[src/dtq_pkg.sv]
// ----------------------------------------------------------------------------
// dtq_pkg
// Shared types, codes and constants of the deadline timer queue.
// ----------------------------------------------------------------------------
package dtq_pkg;

	localparam int SLOT_W        = 4;   // width of slot_index / slot_id
	localparam int ADDR_SLOTS    = 16;  // slots reachable through a 4-bit index
	localparam int CNT_W         = 5;   // holds a count of up to ADDR_SLOTS
	localparam int NUM_SLOTS_DEF = 16;

	localparam logic [31:0] TICK_PERIOD_RST = 32'd1000000;
	localparam logic [63:0] TIME_RST        = 64'd0 - 64'd1000000;

	// request codes
	localparam logic [1:0] REQ_ARM    = 2'd0;
	localparam logic [1:0] REQ_DISARM = 2'd1;
	localparam logic [1:0] REQ_TICK   = 2'd2;

	// result status codes
	localparam logic [1:0] STS_OK        = 2'd0;
	localparam logic [1:0] STS_NOT_ARMED = 2'd1;
	localparam logic [1:0] STS_BUSY      = 2'd2;
	localparam logic [1:0] STS_EXPIRED   = 2'd3;

	typedef enum logic [1:0] {
		ST_IDLE,
		ST_CMD,
		ST_SCAN,
		ST_EMIT
	} state_t;

	// one scan beat toward the selection unit
	typedef struct packed {
		logic              start;
		logic              vld;
		logic              armed;
		logic [SLOT_W-1:0] idx;
	} sel_ctl_t;

	// running selection result
	typedef struct packed {
		logic              found;
		logic [SLOT_W-1:0] best_idx;
		logic [CNT_W-1:0]  count;
	} sel_res_t;

	// slots that can be addressed: the smaller of the slot count and ADDR_SLOTS
	function automatic int usable_slots(input int n);
		return (n < ADDR_SLOTS) ? n : ADDR_SLOTS;
	endfunction

endpackage

[src/dtq_slot_mem.sv]
// ----------------------------------------------------------------------------
// dtq_slot_mem
// Wake time store: one write port, one read port, registered read data.
// ----------------------------------------------------------------------------
module dtq_slot_mem
	import dtq_pkg::*;
#(
	parameter int DEPTH = NUM_SLOTS_DEF
) (
	input  logic                     clk,
	input  logic                     we,
	input  logic [$clog2(DEPTH)-1:0] waddr,
	input  logic [63:0]              wdata,
	input  logic                     re,
	input  logic [$clog2(DEPTH)-1:0] raddr,
	output logic [63:0]              rdata
);

	logic [63:0] mem [DEPTH];

	always_ff @(posedge clk) begin
		if (we) begin
			mem[waddr] <= wdata;
		end
	end

	always_ff @(posedge clk) begin
		if (re) begin
			rdata <= mem[raddr];
		end
	end

endmodule

[src/dtq_select.sv]
// ----------------------------------------------------------------------------
// dtq_select
// Scan datapath: finds the earliest expired slot over one pass of reads.
// ----------------------------------------------------------------------------
module dtq_select
	import dtq_pkg::*;
(
	input  logic        clk,
	input  logic        arst_n,
	input  sel_ctl_t    ctl,
	input  logic [63:0] rdata,
	input  logic [63:0] now,
	output sel_res_t    res
);

	logic              found_q;
	logic [SLOT_W-1:0] best_idx_q;
	logic [CNT_W-1:0]  count_q;
	logic [63:0]       best_q;
	logic              cand;
	logic              better;

	// expired: armed and wake time at or before now
	assign cand   = ctl.vld && ctl.armed && ($signed(rdata) <= $signed(now));
	// ascending scan, strict compare keeps the lowest slot on equal times
	assign better = !found_q || ($signed(rdata) < $signed(best_q));

	always_ff @(posedge clk or negedge arst_n) begin
		if (!arst_n) begin
			found_q    <= 1'b0;
			best_idx_q <= '0;
			count_q    <= '0;
		end else if (ctl.start) begin
			found_q <= 1'b0;
			count_q <= '0;
		end else if (cand) begin
			found_q <= 1'b1;
			count_q <= count_q + CNT_W'(1);
			if (better) begin
				best_idx_q <= ctl.idx;
			end
		end
	end

	always_ff @(posedge clk) begin
		if (cand && better) begin
			best_q <= rdata;
		end
	end

	assign res.found    = found_q;
	assign res.best_idx = best_idx_q;
	assign res.count    = count_q;

endmodule

[src/deadline_timer_queue.sv]
// ----------------------------------------------------------------------------
// deadline_timer_queue
// Timer slots with signed 64-bit wake times, armed, disarmed and expired by tick.
// ----------------------------------------------------------------------------
// Use:
//  - Input channel (in_valid/in_ready): req_type arm, disarm or tick, with
//    slot_index and wake_time. One beat is taken at a time; in_ready is high
//    only while no earlier request is still being worked on.
//  - Output channel (out_valid/out_ready): slot_id, status, time_now, is_last.
//    Arm and disarm give one result; a tick gives one result per expired slot
//    (earliest wake time first, ties by lower slot), or a single ok result.
//    Request type 3 gives no result.
//  - Config channel (cfg_valid/cfg_ready/cfg_data): tick_period, always ready.
// Sequence:
//  - Arm/disarm: the request is latched, the command state loads the result
//    into the output register, then idle takes the next request.
//  - Tick: max(k,1) selection passes for k expiries, each a scan over
//    min(NUM_SLOTS,16) slots (one wake time read per cycle from the slot memory,
//    then the registered read data, then an emit); slots beyond 16 are not
//    addressable. Idle takes the next request after the last emit.
// Reset: all slots free, time at minus the reset period, no clearing pass.
// A stalled receiver holds the output register; the sequencer waits in its
// emit or command state until the register frees up, so nothing is lost.
// ----------------------------------------------------------------------------
module deadline_timer_queue
	import dtq_pkg::*;
#(
	parameter int NUM_SLOTS = NUM_SLOTS_DEF
) (
	input  logic                clk,
	input  logic                arst_n,
	// request channel
	input  logic                in_valid,
	output logic                in_ready,
	input  logic [1:0]          req_type,
	input  logic [SLOT_W-1:0]   slot_index,
	input  logic signed [63:0]  wake_time,
	// result channel
	output logic                out_valid,
	input  logic                out_ready,
	output logic [SLOT_W-1:0]   slot_id,
	output logic [1:0]          status,
	output logic signed [63:0]  time_now,
	output logic                is_last,
	// config channel
	input  logic                cfg_valid,
	output logic                cfg_ready,
	input  logic [31:0]         cfg_data
);

	localparam int USABLE = usable_slots(NUM_SLOTS);
	localparam int IDX_W  = $clog2(USABLE);
	localparam logic [IDX_W-1:0] LAST_IDX = IDX_W'(USABLE - 1);

	state_t state_q, state_d;

	// registers
	logic [31:0]       period_q;
	logic [63:0]       time_q;
	logic [USABLE-1:0] armed_q;
	logic [1:0]        req_q;
	logic [SLOT_W-1:0] slot_q;
	logic [63:0]       wake_q;

	logic              out_valid_q;
	logic [SLOT_W-1:0] out_slot_q;
	logic [1:0]        out_status_q;
	logic [63:0]       out_time_q;
	logic              out_last_q;

	// scan pipeline
	logic              scan_run_q;
	logic [IDX_W-1:0]  scan_addr_q;
	logic              vld_s1;
	logic [IDX_W-1:0]  idx_s1;
	logic [63:0]       rdata_s1;

	sel_ctl_t sel_ctl;
	sel_res_t sel_res;

	// control
	logic in_acc;
	logic out_free;
	logic cmd_go;
	logic emit_go;
	logic sel_start;
	logic scan_done;

	// command evaluation
	logic             slot_ok;
	logic [IDX_W-1:0] slot_idx;
	logic             slot_hit;
	logic [1:0]       cmd_status;
	logic             cmd_set;
	logic             cmd_clr;
	logic             emit_more;

	// tick time, saturating in the sign-biased domain
	logic [63:0] biased;
	logic [64:0] biased_sum;
	logic [63:0] biased_new;
	logic [63:0] tick_time;

	assign biased     = {~time_q[63], time_q[62:0]};
	assign biased_sum = {1'b0, biased} + {33'b0, period_q};
	assign biased_new = biased_sum[64] ? '1 : biased_sum[63:0];
	assign tick_time  = {~biased_new[63], biased_new[62:0]};

	assign in_acc    = in_valid && in_ready;
	assign out_free  = !out_valid_q || out_ready;
	assign scan_done = vld_s1 && (idx_s1 == LAST_IDX);
	assign emit_more = sel_res.found && (sel_res.count != CNT_W'(1));

	// arm/disarm decode
	assign slot_ok  = ({1'b0, slot_q} < (SLOT_W + 1)'(USABLE));
	assign slot_idx = slot_q[IDX_W-1:0];
	assign slot_hit = slot_ok && armed_q[slot_idx];

	always_comb begin
		cmd_status = STS_NOT_ARMED;
		cmd_set    = 1'b0;
		cmd_clr    = 1'b0;
		if (slot_ok) begin
			if (req_q == REQ_ARM) begin
				cmd_status = slot_hit ? STS_BUSY : STS_OK;
				cmd_set    = !slot_hit;
			end else begin
				cmd_status = slot_hit ? STS_OK : STS_NOT_ARMED;
				cmd_clr    = slot_hit;
			end
		end
	end

	// next state
	always_comb begin
		state_d = state_q;
		unique case (state_q)
			ST_IDLE: begin
				if (in_acc) begin
					case (req_type)
						REQ_ARM, REQ_DISARM: state_d = ST_CMD;
						REQ_TICK:            state_d = ST_SCAN;
						default:             state_d = ST_IDLE;
					endcase
				end
			end
			ST_CMD: begin
				if (out_free) state_d = ST_IDLE;
			end
			ST_SCAN: begin
				if (scan_done) state_d = ST_EMIT;
			end
			ST_EMIT: begin
				if (out_free) state_d = emit_more ? ST_SCAN : ST_IDLE;
			end
			default: state_d = ST_IDLE;
		endcase
	end

	// sequencer outputs
	always_comb begin
		in_ready  = 1'b0;
		cmd_go    = 1'b0;
		emit_go   = 1'b0;
		sel_start = 1'b0;
		unique case (state_q)
			ST_IDLE: begin
				in_ready  = 1'b1;
				sel_start = in_valid && (req_type == REQ_TICK);
			end
			ST_CMD: begin
				cmd_go = out_free;
			end
			ST_SCAN: begin
			end
			ST_EMIT: begin
				emit_go   = out_free;
				sel_start = out_free && emit_more;
			end
			default: begin
			end
		endcase
	end

	always_ff @(posedge clk or negedge arst_n) begin
		if (!arst_n) begin
			state_q <= ST_IDLE;
		end else begin
			state_q <= state_d;
		end
	end

	// config register
	assign cfg_ready = 1'b1;

	always_ff @(posedge clk or negedge arst_n) begin
		if (!arst_n) begin
			period_q <= TICK_PERIOD_RST;
		end else if (cfg_valid) begin
			period_q <= cfg_data;
		end
	end

	// current time
	always_ff @(posedge clk or negedge arst_n) begin
		if (!arst_n) begin
			time_q <= TIME_RST;
		end else if (in_acc && (req_type == REQ_TICK)) begin
			time_q <= tick_time;
		end
	end

	// request latch
	always_ff @(posedge clk) begin
		if (in_acc) begin
			req_q  <= req_type;
			slot_q <= slot_index;
			wake_q <= wake_time;
		end
	end

	// armed bits
	always_ff @(posedge clk or negedge arst_n) begin
		if (!arst_n) begin
			armed_q <= '0;
		end else if (cmd_go && cmd_set) begin
			armed_q[slot_idx] <= 1'b1;
		end else if (cmd_go && cmd_clr) begin
			armed_q[slot_idx] <= 1'b0;
		end else if (emit_go && sel_res.found) begin
			armed_q[sel_res.best_idx[IDX_W-1:0]] <= 1'b0;
		end
	end

	// scan address and read pipeline
	always_ff @(posedge clk or negedge arst_n) begin
		if (!arst_n) begin
			scan_run_q  <= 1'b0;
			scan_addr_q <= '0;
			vld_s1      <= 1'b0;
			idx_s1      <= '0;
		end else begin
			vld_s1 <= scan_run_q;
			idx_s1 <= scan_addr_q;
			if (sel_start) begin
				scan_run_q  <= 1'b1;
				scan_addr_q <= '0;
			end else if (scan_run_q) begin
				if (scan_addr_q == LAST_IDX) begin
					scan_run_q <= 1'b0;
				end else begin
					scan_addr_q <= scan_addr_q + IDX_W'(1);
				end
			end
		end
	end

	dtq_slot_mem #(
		.DEPTH (USABLE)
	) u_mem (
		.clk   (clk),
		.we    (cmd_go && cmd_set),
		.waddr (slot_idx),
		.wdata (wake_q),
		.re    (scan_run_q),
		.raddr (scan_addr_q),
		.rdata (rdata_s1)
	);

	assign sel_ctl.start = sel_start;
	assign sel_ctl.vld   = vld_s1;
	assign sel_ctl.armed = armed_q[idx_s1];
	assign sel_ctl.idx   = SLOT_W'(idx_s1);

	dtq_select u_sel (
		.clk    (clk),
		.arst_n (arst_n),
		.ctl    (sel_ctl),
		.rdata  (rdata_s1),
		.now    (time_q),
		.res    (sel_res)
	);

	// output register
	always_ff @(posedge clk or negedge arst_n) begin
		if (!arst_n) begin
			out_valid_q <= 1'b0;
		end else if (cmd_go || emit_go) begin
			out_valid_q <= 1'b1;
		end else if (out_ready) begin
			out_valid_q <= 1'b0;
		end
	end

	always_ff @(posedge clk) begin
		if (cmd_go) begin
			out_slot_q   <= slot_q;
			out_status_q <= cmd_status;
			out_time_q   <= time_q;
			out_last_q   <= 1'b1;
		end else if (emit_go) begin
			out_slot_q   <= sel_res.found ? sel_res.best_idx : '0;
			out_status_q <= sel_res.found ? STS_EXPIRED : STS_OK;
			out_time_q   <= time_q;
			out_last_q   <= !emit_more;
		end
	end

	assign out_valid = out_valid_q;
	assign slot_id   = out_slot_q;
	assign status    = out_status_q;
	assign time_now  = out_time_q;
	assign is_last   = out_last_q;

`ifndef ASSERT_OFF
	// an expiry is only ever reported for a slot that is still armed
	a_emit_armed: assert property (@(posedge clk) disable iff (!arst_n)
		(emit_go && sel_res.found) |-> armed_q[sel_res.best_idx[IDX_W-1:0]])
		else $error("expired slot not armed");

	// selection flag and candidate count agree at the end of a pass
	a_found_count: assert property (@(posedge clk) disable iff (!arst_n)
		(state_q == ST_EMIT) |-> (sel_res.found == (sel_res.count != '0)))
		else $error("found flag and count disagree");

	// a tick never moves time backward
	a_time_mono: assert property (@(posedge clk) disable iff (!arst_n)
		(in_acc && (req_type == REQ_TICK)) |=> ($signed(time_q) >= $signed($past(time_q))))
		else $error("time went backward on tick");

	// read data only returns while a scan is in progress
	a_scan_beat: assert property (@(posedge clk) disable iff (!arst_n)
		vld_s1 |-> (state_q == ST_SCAN))
		else $error("scan beat outside scan state");
`endif

endmodule

[config.mk]
export PLATFORM = sky130hd
export DESIGN_NAME = deadline_timer_queue
export DESIGN_NICKNAME = d
export VERILOG_FILES = /design/src/dtq_pkg.sv /design/src/dtq_slot_mem.sv /design/src/dtq_select.sv /design/src/deadline_timer_queue.sv
export SDC_FILE = /design/constraint.sdc
export NUM_CORES = 2
export LEC_CHECK = 0
export ABC_AREA = 0
export BUFFER_PORTS_ARGS = -buffer_cell sky130_fd_sc_hd__buf_4
export CAP_MARGIN = 20
export CORE_MARGIN = 2
export CORE_UTILIZATION = 40
export CTS_CLUSTER_DIAMETER = 120
export DETAILED_ROUTE_END_ITERATION = 10
export PLACE_DENSITY = 0.66
export SYNTH_ARGS = -nofsm -noshare
export SYNTH_HDL_FRONTEND = slang
export SYNTH_SLANG_ARGS = --single-unit
[constraint.sdc]
create_clock -name clk -period 9.95 [get_ports clk]
set_input_delay 0 -clock clk [delete_from_list [all_inputs] [get_ports clk]]
set_output_delay 0 -clock clk [all_outputs]
set_load 0.05 [all_outputs]
==> impl_metrics.json <==
{
  "ys.flop_type": "edfxtp_1",
  "clockRootBuffer": "clkbuf_16",
  "clock-sinks": 1428,
  "rsz0062_at_grt": "false",
  "dr_total_vias": 29400,
  "critical_path_class": "reg2reg",
  "cp.arrival_ps": 4970,
  "nets": 3723,
  "power.density_mw_per_mm2": 283,
  "synth-adder-area-share_pct": 3.63,
  "clk_latency_ps": 770,
  "antenna_found_initial": 12,
  "p_comb_share_pct": 28.0,
  "synth-seq-cells": 1428,
  "drt-met1-wl_mm": 55.5,
  "firstDrtPassIters": 6,
  "routed.top_layer": "met5",
  "post_cts_buffers": 0,
  "min_period_over_period_pct": 46.2,
  "cpMostUsedCell": "mux4_2",
  "start_kind": "register",
  "overflow": 0,
  "crit_required_ps": 10320,
  "drtIter0Drc": 2752,
  "synth_compound_area_share_pct": 3.92,
  "cts-htree-levels": 4,
  "pin_count": 181,
  "hold_ws_ps": 64.1,
  "die_w_um": 384,
  "routed-wl-met2_mm": 62.3,
  "nFillCells": 11700,
  "rows": 139,
  "synth_xor_area_share_pct": 0.561,
  "max_freq_mhz": 217,
  "hold_viol": 0,
  "cpMaxStageDelayCell": "buf_4",
  "ir_drop_v": 0.000214,
  "synthCells": 2956,
  "synth_warnings": 0,
  "synth_simple_gate_area_share_pct": 3.18,
  "maxCapViolCount": 0,
  "slew_headroom_pct": 23.0,
  "remaining_drc_errors": 0,
  "clockBufferDepth": 3,
  "yosys.cell_types.count": 84,
  "p_int_w": 0.0134,
  "dp_hpwl_mm": 76.1,
  "synth.yosys.seq_area_share_pct": 73.2,
  "cts_buffers": 149,
  "ant_nets": 0,
  "port_buffers": 179,
  "gp_congestion": 0.843,
  "multi_input_area_sq_mm": 0.0146,
  "crit_fanout": 45,
  "power_w": 0.0195,
  "setup_tns_ps": 0,
  "vias_per_cell": 5.36,
  "synth_edf_count": 1292,
  "drv_slew": 0,
  "hold_path.class": "in2async",
  "cts.clk_slew.worst_paths_ps": 70,
  "cp_cell_sequence": "mux4_2, mux4_2, nor4_2, nand3b_1, nor2_4, buf_4",
  "clkPwrFrac_pct": 29.0,
  "power_frac_seq_pct": 43.0,
  "initial_utilization_pct": 40.3,
  "synthMuxAreaShare_pct": 13.8,
  "grt_use_total_pct": 17.5,
  "antenna_cells": 0,
  "netlist_area_sq_mm": 0.0578,
  "cp-end-kind": "register",
  "die_area_sq_mm": 0.147,
  "grt_max_degree": 141,
  "max_stage_delay_ps": 800,
  "grt_pass1_vias": 30200,
  "worst_slew_pin_slew_ps": 1160,
  "die_y_um": 384,
  "wl_per_cell_um": 23.5,
  "skew_ps": 27.9,
  "power_leakage_nw": 23.6,
  "drive_gt1_share_pct": 26.2,
  "syn_area_per_cell_sq_um": 19.5,
  "finalWirelength_mm": 129,
  "seq_area_sq_mm": 0.0423,
  "switching_power_w": 0.00613,
  "cts_tree": "built",
  "synth_top_family_by_area": "multiplexers",
  "area_delta_synth_final_pct": 19.3,
  "p_sw_share_pct": 31.5,
  "syn_nets": 3230,
  "status": "finished, final reports clean",
  "coreArea_sq_mm": 0.143,
  "setup_violations": 0,
  "wl_met3_mm": 8.34,
  "post-route-min-period_ps": 4600,
  "grt_pass1_wl_mm": 193,
  "synth_async_sr_flop_share_pct": 9.45
}
==> worst max-delay path: cells and delay by family, from the launching register on <==
kind | cells | cell delay, ps
flip-flops | 1 | 580
buffers and inverters | 1 | 800
AND/OR/NAND/NOR | 3 | 1690
multiplexers | 2 | 1100
==> metrics by stage <==
| step | instance area (sq um) | std cells | utilization (%) | setup WS [ps] |
|---|---|---|---|---|
| 6_report | 68900 | 5478 | 48.0 | 5350 |
| 5_1_grt | 68900 | 5478 | 48.0 | 5130 |
| 4_1_cts | 68900 | 5478 | 48.0 | 5300 |
| 3_5_place_dp | 61500 | 4966 | 42.9 | 5330 |
| 3_3_place_gp | 61500 | 4966 | 42.9 | 5340 |
| 2_1_floorplan | 57800 | 2956 | - | 2820 |
==> final timing paths <==
check                                   end  slack [ps]  cells past startpoint     startpoint
min in group clk                 wake_q[24]         110                      2  wake_time[24]
max                        u_mem.mem[7][19]        5350                      6    slot_idx[0]
max in group asynchronous       period_q[2]        9120                      3         arst_n
min                              time_q[37]          60                      2         arst_n
max reg2reg                u_mem.mem[7][19]        5350                      6    slot_idx[0]
min reg2reg                     time_now[3]         480                      0      time_q[3]
==> synth_stat cells, types with 4 or more instances <==
cell / instances / share of area [%]
and3_1: 17 / 0.18
a21oi_1: 93 / 0.81
and2_1: 7 / 0.076
or4_1: 4 / 0.052
nand4_1: 32 / 0.35
nand3_1: 37 / 0.32
nor2_1: 67 / 0.44
xnor2_1: 25 / 0.38
a21o_1: 40 / 0.52
o21bai_1: 5 / 0.065
nor4_1: 15 / 0.16
inv_1: 146 / 0.95
buf_1: 35 / 0.23
dfrtp_1: 76 / 3.3
edfxtp_1: 1292 / 67
nand2b_1: 10 / 0.11
nand2_1: 82 / 0.53
clkbuf_1: 68 / 0.44
a41oi_1: 9 / 0.14
a211oi_1: 13 / 0.17
o22ai_1: 4 / 0.043
xor2_1: 12 / 0.18
o21a_1: 6 / 0.078
or3_1: 4 / 0.043
o311ai_0: 4 / 0.061
o31ai_1: 5 / 0.065
buf_2: 7 / 0.061
nor3_1: 28 / 0.24
a2bb2oi_2: 10 / 0.26
dfstp_2: 59 / 2.7
mux2_2: 46 / 0.90
mux4_2: 329 / 13
o22a_1: 16 / 0.24
ha_1: 166 / 3.6
nor2b_1: 11 / 0.12
and4_1: 5 / 0.076
o21ai_0: 73 / 0.63
o211ai_1: 6 / 0.078
a31oi_1: 25 / 0.27
==> repair_timing <==
| action | CTS | global route |
|---|---|---|
| gates resized for setup | 0 | 0 |
| hold buffers | 235 | 0 |
| endpoints found under the hold margin | 227 | 0 |
==> per-layer routing <==
layer,GRT usage [%],vias to the layer above
li1,-,13000
met2,28.2,916
met5,0,-
met3,3.95,179
met4,4.32,6
met1,24.3,15200
==> placed cells by master, fill, tap and decap left out, drive strengths merged, types with 32 or more instances in the layout <==
cell / synthesis / routed
o21ai: 75 / 75
ha: 166 / 166
nand3: 39 / 39
inv: 146 / 152
a21oi: 93 / 93
a21o: 41 / 41
clkbuf: 69 / 190
nand2: 83 / 83
edfxtp: 1292 / 1292
dfrtp: 76 / 76
dfstp: 59 / 59
mux2: 46 / 46
clkinv: 0 / 63
dlygate4sd3: 0 / 234
nand4: 32 / 32
buf: 47 / 224
nor2: 68 / 68
mux4: 329 / 329
==> sequential cells by signal, indices dropped and copies added (netlist names), 5 cells and up <==
signal	flops
time_now	64
wake_q	64
u_sel.best_q	64
period_q	32
u_mem.rdata	64
u_sel.count_q	5
time_q	64
u_mem.mem	1024
armed_q	16
==> cells by family (layout without fill, tap and decap cells) <==
group                    after synthesis  after routing
XOR/XNOR                              37             37
AND/OR/NAND/NOR                      344            344
multiplexers                         377            377
AO/OA/AOI/OAI                        340            340
buffers and inverters                262            881
adder cells (fa/ha/maj)              167            167
other                                  1              1
flip-flops                          1428           1428
==> area by class of cell <==
cell class	count	area share (%)
Clock inverter	87	1.43
Timing Repair Buffer	458	5.91
Sequential cell	1428	61.4
Multi-Input combinational cell	1266	21.2
Inverter	146	0.795
Tap cell	1903	3.45
Clock buffer	190	5.86
==> power groups by stage <==
| stage | registers (W) | logic, W | clock network (W) |
|---|---|---|---|
| global route | 0.00850 | 0.00592 | 0.00599 |
| finish | 0.00839 | 0.00545 | 0.00565 |
| global placement | 0.00850 | 0.00535 | 0 |
| detailed placement | 0.00853 | 0.00539 | 0 |
| CTS | 0.00840 | 0.00551 | 0.00576 |
| floorplan | 0.00851 | 0.00359 | 0 |
Power figures use the tool's default switching activity.
